===== src/hdl/ppr_pkg.sv =====
// Package: shared types and constants of the pressure PID regulator.
`default_nettype none

package ppr_pkg;

    // Item kinds
    typedef enum logic [1:0] {
        KIND_REGULATE = 2'd0,
        KIND_BYPASS   = 2'd1,
        KIND_RESTART  = 2'd2,
        KIND_IDLE     = 2'd3
    } t_kind;

    // Register indexes
    localparam logic [2:0] REG_INTEGRAL_ON   = 3'd0;
    localparam logic [2:0] REG_COEF_NOW      = 3'd1;
    localparam logic [2:0] REG_COEF_PREV     = 3'd2;
    localparam logic [2:0] REG_COEF_PREV2    = 3'd3;
    localparam logic [2:0] REG_SETPOINT      = 3'd4;
    localparam logic [2:0] REG_ERR_LIMIT_POS = 3'd5;
    localparam logic [2:0] REG_ERR_LIMIT_NEG = 3'd6;
    localparam logic [2:0] REG_OUT_MIN       = 3'd7;

    localparam int ADDR_W = 5;
    localparam int DATA_W = 32;
    localparam int DRIVE_W = 23;

    // Register reset values
    localparam logic               RST_INTEGRAL_ON = 1'b1;
    localparam logic [15:0]        RST_COEF_NOW    = 16'd17;
    localparam logic signed [15:0] RST_COEF_PREV   = 16'sd2;
    localparam logic [15:0]        RST_COEF_PREV2  = 16'd0;

    typedef struct packed {
        logic [1:0]         kind;
        logic signed [31:0] measured;
        logic [30:0]        upper_limit;
    } t_in_item;

    typedef struct packed {
        logic [DRIVE_W-1:0] drive;
        logic signed [31:0] clamped_error;
    } t_out_item;

    typedef struct packed {
        logic               integral_on;
        logic [15:0]        coef_now;
        logic signed [15:0] coef_prev;
        logic [15:0]        coef_prev2;
        logic signed [31:0] setpoint;
        logic [30:0]        err_limit_pos;
        logic [30:0]        err_limit_neg;
        logic [30:0]        out_min;
    } t_cfg;

    // Regulator state: accumulator and error history
    typedef struct packed {
        logic [31:0]        acc;
        logic signed [31:0] err_prev;
        logic signed [31:0] err_prev2;
    } t_state;

endpackage

`default_nettype wire


===== src/hdl/ppr_core.sv =====
// Core datapath: PID sum, output saturation and state update for one item.
`default_nettype none

module ppr_core #(
    parameter int          SHIFT        = 8,
    parameter logic [31:0] START_OUTPUT = 32'd51200
) (
    input  wire ppr_pkg::t_cfg               i_cfg,
    input  wire logic [1:0]                  i_kind,
    input  wire logic signed [31:0]          i_err,
    input  wire logic [30:0]                 i_upper,
    input  wire ppr_pkg::t_state             i_state,
    output ppr_pkg::t_state                  o_state,
    output logic [ppr_pkg::DRIVE_W-1:0]      o_drive
);

    logic signed [48:0] p_now;
    logic signed [48:0] p_prev;
    logic signed [48:0] p_prev2;
    logic signed [51:0] acc_term;
    logic signed [51:0] sum;
    logic signed [51:0] upper_ext;
    logic signed [51:0] min_ext;
    logic [31:0]        acc_sat;
    logic [31:0]        acc_shifted;

    assign p_now   = $signed({1'b0, i_cfg.coef_now}) * i_err;
    assign p_prev  = i_cfg.coef_prev * i_state.err_prev;
    assign p_prev2 = $signed({1'b0, i_cfg.coef_prev2}) * i_state.err_prev2;

    assign acc_term  = i_cfg.integral_on ? $signed({20'd0, i_state.acc}) : '0;
    assign sum       = acc_term + 52'(p_now) - 52'(p_prev) + 52'(p_prev2);
    assign upper_ext = $signed({21'd0, i_upper});
    assign min_ext   = $signed({21'd0, i_cfg.out_min});

    // When the bounds cross, the upper bound wins for sums above it; lower sums take the lower bound
    always_comb begin
        if (sum > upper_ext) begin
            acc_sat = {1'b0, i_upper};
        end else if (sum < min_ext) begin
            acc_sat = {1'b0, i_cfg.out_min};
        end else begin
            acc_sat = sum[31:0];
        end
    end

    always_comb begin
        o_state = i_state;
        case (ppr_pkg::t_kind'(i_kind))
            ppr_pkg::KIND_REGULATE: begin
                o_state.acc       = acc_sat;
                o_state.err_prev2 = i_state.err_prev;
                o_state.err_prev  = i_err;
            end
            ppr_pkg::KIND_BYPASS: begin
                o_state.acc       = {1'b0, i_upper};
                o_state.err_prev  = '0;
                o_state.err_prev2 = '0;
            end
            ppr_pkg::KIND_RESTART: begin
                o_state.acc       = START_OUTPUT;
                o_state.err_prev  = '0;
                o_state.err_prev2 = '0;
            end
            default: begin
            end
        endcase
    end

    assign acc_shifted = o_state.acc >> SHIFT;
    assign o_drive     = acc_shifted[ppr_pkg::DRIVE_W-1:0];

endmodule

`default_nettype wire


===== config.mk =====
export PLATFORM = sky130hd
export DESIGN_NAME = ppr_core
export DESIGN_NICKNAME = d
export VERILOG_FILES = /design/src/hdl/ppr_pkg.sv /design/src/hdl/ppr_core.sv
export SDC_FILE = /design/constraint.sdc
export NUM_CORES = 2
export LEC_CHECK = 0
export BUFFER_PORTS_ARGS = -buffer_cell sky130_fd_sc_hd__buf_2
export CAP_MARGIN = 20
export CORE_ASPECT_RATIO = 1.5
export CORE_UTILIZATION = 29
export DETAILED_ROUTE_END_ITERATION = 10
export PLACE_DENSITY = 0.46
export SLEW_MARGIN = 10
export SYNTH_ARGS = -nofsm -noshare
export SYNTH_HDL_FRONTEND = slang
export SYNTH_SLANG_ARGS = --single-unit

===== constraint.sdc =====
create_clock -name vclk -period 16.1
set_input_delay 1.61 -clock vclk [all_inputs]
set_output_delay 1.61 -clock vclk [all_outputs]
set_load 0.02 [all_outputs]

# Yosys cells after proc, flatten, opt, wreduce, memory -nomap -nowiden
# Index checks and enable logic that the tools add are counted.
word_totals:
  register_bits: 0
  inputBits: 335
op_classes:
  addsub: 3
  multipliers: 3
  n_lt_le_gt_ge: 2
  eq_ne: 2
  muxes: 4
  reduce_logical: 1
op_table:
  columns: ["op", "n"]
  rows:
  - ["case mux 96 bit (3 select lines)", 1]
  - ["multiplier 17 x 32 -> 49 bit", 2]
  - ["two-way mux 32 bit", 3]
  - ["adder 51 x 49 -> 52 bit", 1]
  - ["> comparator 52 x 32 -> 1 bit", 1]
  - ["< comparator 52 x 32 -> 1 bit", 1]
  - ["subtractor 50 x 48 -> 51 bit", 1]
  - ["adder 33 x 49 -> 50 bit", 1]
  - ["multiplier 16 x 32 -> 48 bit", 1]
  - ["== test 2 x 1 -> 1 bit, second input constant", 1]
  - ["== test 2 bit, second input constant", 1]
  - ["zero test 2 bit", 1]

# Logic depth before layout (Yosys ltp)
logic_depth:
  ltp_word: 8
  depth_mapped: 42
  depth_no_buf: 38

# Worst setup path after synthesis
# Ideal clock, no wire load.
synth_timing:
  path_kind: "input-to-output"
  startpoint: "input i_state[43] (netlist bit)"
  endpoint: "output o_state[85] (netlist bit)"
  arrival_ps: 11042
  path_slack_ps: 3448
  cell_stages: 37
  n_path_buf: 6
  cell_sequence: "clkbuf_1 -> clkbuf_1 -> nand2_1 -> fa_1 -> fa_1 -> inv_1 -> fa_1 -> inv_1 -> fa_1 -> fa_1 -> fa_1 -> fa_1 -> fa_1 -> inv_1 -> fa_1 -> inv_1 -> ha_1 -> buf_2 -> a2111oi_0 -> o21a_1 -> or3_1 -> nand3_1 -> a21boi_0 -> xnor2_1 -> ha_1 -> nor2b_1 -> a2111oi_0 -> nand2_1 -> a31oi_1 -> o41ai_1 -> a2111oi_4 -> a21oi_2 -> buf_6 -> buf_12 -> mux2i_1 -> o221ai_1 -> buf_4"
synth_via:
  elab_chain_len: 7
synth_rtl:
  columns: ["element", "line_no", "source"]
  rows:
  - ["start, declared", "ppr_core.sv:12", "input wire ppr_pkg::t_state i_state,"]
  - ["multiplier 16 x 32 -> 48 bit (*)", "ppr_core.sv:28", "assign p_prev = i_cfg.coef_prev * i_state.err_prev;"]
  - ["subtractor 50 x 48 -> 51 bit (*)", "ppr_core.sv:32", "assign sum = acc_term + 52'(p_now) - 52'(p_prev) + 52'(p_prev2);"]
  - ["adder 51 x 49 -> 52 bit (*)", "ppr_core.sv:32", null]
  - ["< comparator 52 x 32 -> 1 bit", "ppr_core.sv:40", "end else if (sum < min_ext) begin"]
  - ["two-way mux 32 bit", "ppr_core.sv:40", null]
  - ["two-way mux 32 bit (*)", "ppr_core.sv:38", "if (sum > upper_ext) begin"]
  - ["case mux 96 bit (3 select lines) (*)", "ppr_core.sv:49", "case (ppr_pkg::t_kind'(i_kind))"]
  - ["end, declared", "ppr_core.sv:13", "output ppr_pkg::t_state o_state,"]
# Mark *: on every way between the ends. The rest lies on a longest branch, timed or not.

==> flow_summary.toml <==
[run_status]
outcome = "completed"

[logic_synthesis]
synth_fp_nets = 8903
yosysUniqueCellTypes = 77
syn_area_mm2 = 0.05978
synth_top_cell_by_area = "fa_1"
yosysMostFrequentCell = "inv_1"
yosys.area.top_type_share_pct = 57.76
synth.area.top_cells = "fa_1 (58%), inv_1 (12%), and2_1 (8.3%)"
synth_seq_area_share_pct = 0
synth_commonest_cells = "inv_1 (1834), fa_1 (1725), nand2_1 (827), and2_1 (793), ha_1 (341)"
synth_warnings = 0
postSynthCellCount = 6502
synth_area_per_cell_um2 = 9.195

[floorplan]
die_area_mm2 = 0.2080
die_y_um = 558.1
initial_core_util_pct = 29.24
coreArea_mm2 = 0.2045
rows = 203
die_x_um = 372.7
io_pins = 454

[cells_and_area]
drive_gt1_share_pct = 6.394
regArea_um2 = 0
seq_cell_count = 0
fill_cells = 21690
fin_nets = 8940
syn_to_final_growth_pct = 6.536
n_clock_buffer = 0

[worst_setup_path]
path_delay_family = "adder cells"
worst_ep_arrival_time_ns = 12.64
crit_top_cell = "fa_1"
cp-start-kind = "primary input"
crit_slowest_cell = "fa_1"
worstSetupPathDepth = 35
critPathRequiredTime_ns = 14.49
crit_type = "primary input to primary output"
endpoint_kind = "primary output"
crit_fanout = 32
endpoint = "o_state[91]"
cpPeakStageDelay_ns = 0.65
cp_num_buf_inv = 8
critPathLaunch = "i_cfg[165]"

[sta]
hold_viol_final = 0
timing.max_slew.rel_slack_pct = 39.11
fmax_mhz = 70.18
setup_violations = 0
setup-tns-final_ns = 0
tightestPinTransition_ns = 0.9133
fin_crit_ns = 14.25
slew_violations = 0
period_share_pct = 88.51
rsz0062_at_grt = "no"

[clocking]
cts_resized = 0
cts_setup_buffers = 0
ctsHoldBuffers = 0

[grt]
grt_max_degree = 59
grt_overflow = 0
grtUsageTotal_pct = 19.05
first_global_vias = 48530
grt_first_pass_wirelength_mm = 300.9
antenna_found_initial = 44

[drt]
via_count = 41820
finalWirelength_mm = 191.3
postRouteAntennaNets = 0
firstDrtPassIters = 5
vias_per_cell = 4.536
wl_per_cell_um = 20.74
drt_iter0_drc = 1539
drcViolationCount = 0

[placement]
gp_congestion = 0.8733
port_buffers = 360
hpwlAfterDp_mm = 174.2

[hold_path]
hp-class = "primary input to primary output"

[run]
maxCapViolCount = 0
-- layer usage --
metal  track usage (%)  part of all wire, %  vias up
met1             25.88                   45    22310
li1                  -                    -    18560
met4             2.736                  1.5       28
met5                 0                0.087        -
met3             1.805                  3.6      158
met2             33.44                   50      770
-- cell families (layout without fill, tap and decap cells) --
| logic type | Yosys count | count (layout) | synth area share, % |
|---|---|---|---|
| XOR/XNOR | 47 | 47 | 0.6885 |
| multiplexers | 32 | 32 | 0.5420 |
| other | 0 | 18 | 0 |
| AND/OR/NAND/NOR | 1823 | 1823 | 15.47 |
| adder cells (fa/ha/maj) | 2066 | 2066 | 64.90 |
| buffers and inverters | 2184 | 2219 | 14.00 |
| AO/OA/AOI/OAI | 350 | 350 | 4.397 |
-- final cells by class --
cell class                 count  area (µm²)  share of cell area (%)
multi-input combinational   4318       51440                   80.76
antenna                       18       45.04                 0.07072
inverter                    1834        6884                   10.81
tap                         2665        3334                   5.235
timing repair buffer         385        1989                   3.123
-- through the flow --
stage	cell area (µm²)	instances	util (%)	setup WS, ns	hold WS, ns
2_1_floorplan	59780	6502	-	3.448	3.412
3_3_place_gp	63650	9202	31.13	1.651	3.584
3_5_place_dp	63650	9202	31.13	1.668	3.581
4_1_cts	63650	9202	31.13	1.581	3.586
5_1_grt	63650	9204	31.13	1.174	3.615
6_report	63690	9220	31.15	1.850	3.587
-- worst min-delay path, delay by kind of cell --
kind                   cells  cell delay, ns
AO/OA/AOI/OAI              1            0.07
AND/OR/NAND/NOR            1            0.05
buffers and inverters      2            0.26
-- how the worst min path moves through the flow --
stage               slack (ns)  depth (start not counted)           to         from
detailed placement        3.58                          4  o_state[65]  i_state[65]
CTS                       3.59                          4  o_state[65]  i_state[65]
floorplan                 3.41                          1  o_state[95]  i_state[95]
global placement          3.58                          4  o_state[65]  i_state[65]
finish                    3.59                          4  o_state[65]  i_state[65]
global route              3.61                          4  o_state[65]  i_state[65]
-- cell usage in the layout, fill, tap and decap left out, types with 5 or more instances in the layout --
cell,n
a21o_1,22
a211oi_1,5
buf_2,360
inv_1,1834
xor2_1,17
nand3_1,21
nand2_1,827
o21ai_0,39
ha_1,341
nand2b_1,29
xnor2_1,30
a22o_1,63
o221ai_1,30
o21ai_1,5
and2_1,792
o21a_1,17
a21oi_2,7
and3_1,6
nand4_1,29
buf_4,25
diode_2,18
and4_1,10
nor2_1,41
nor3_1,16
mux2i_1,29
o2111ai_1,5
a22oi_1,14
a31oi_1,5
o21bai_1,7
nor2b_1,24
o211ai_1,10
a21oi_1,71
fa_1,1725
or3_1,6
Power is not shown: default switching activity piles up to over one toggle a cycle in this logic, so the estimate is an artifact.
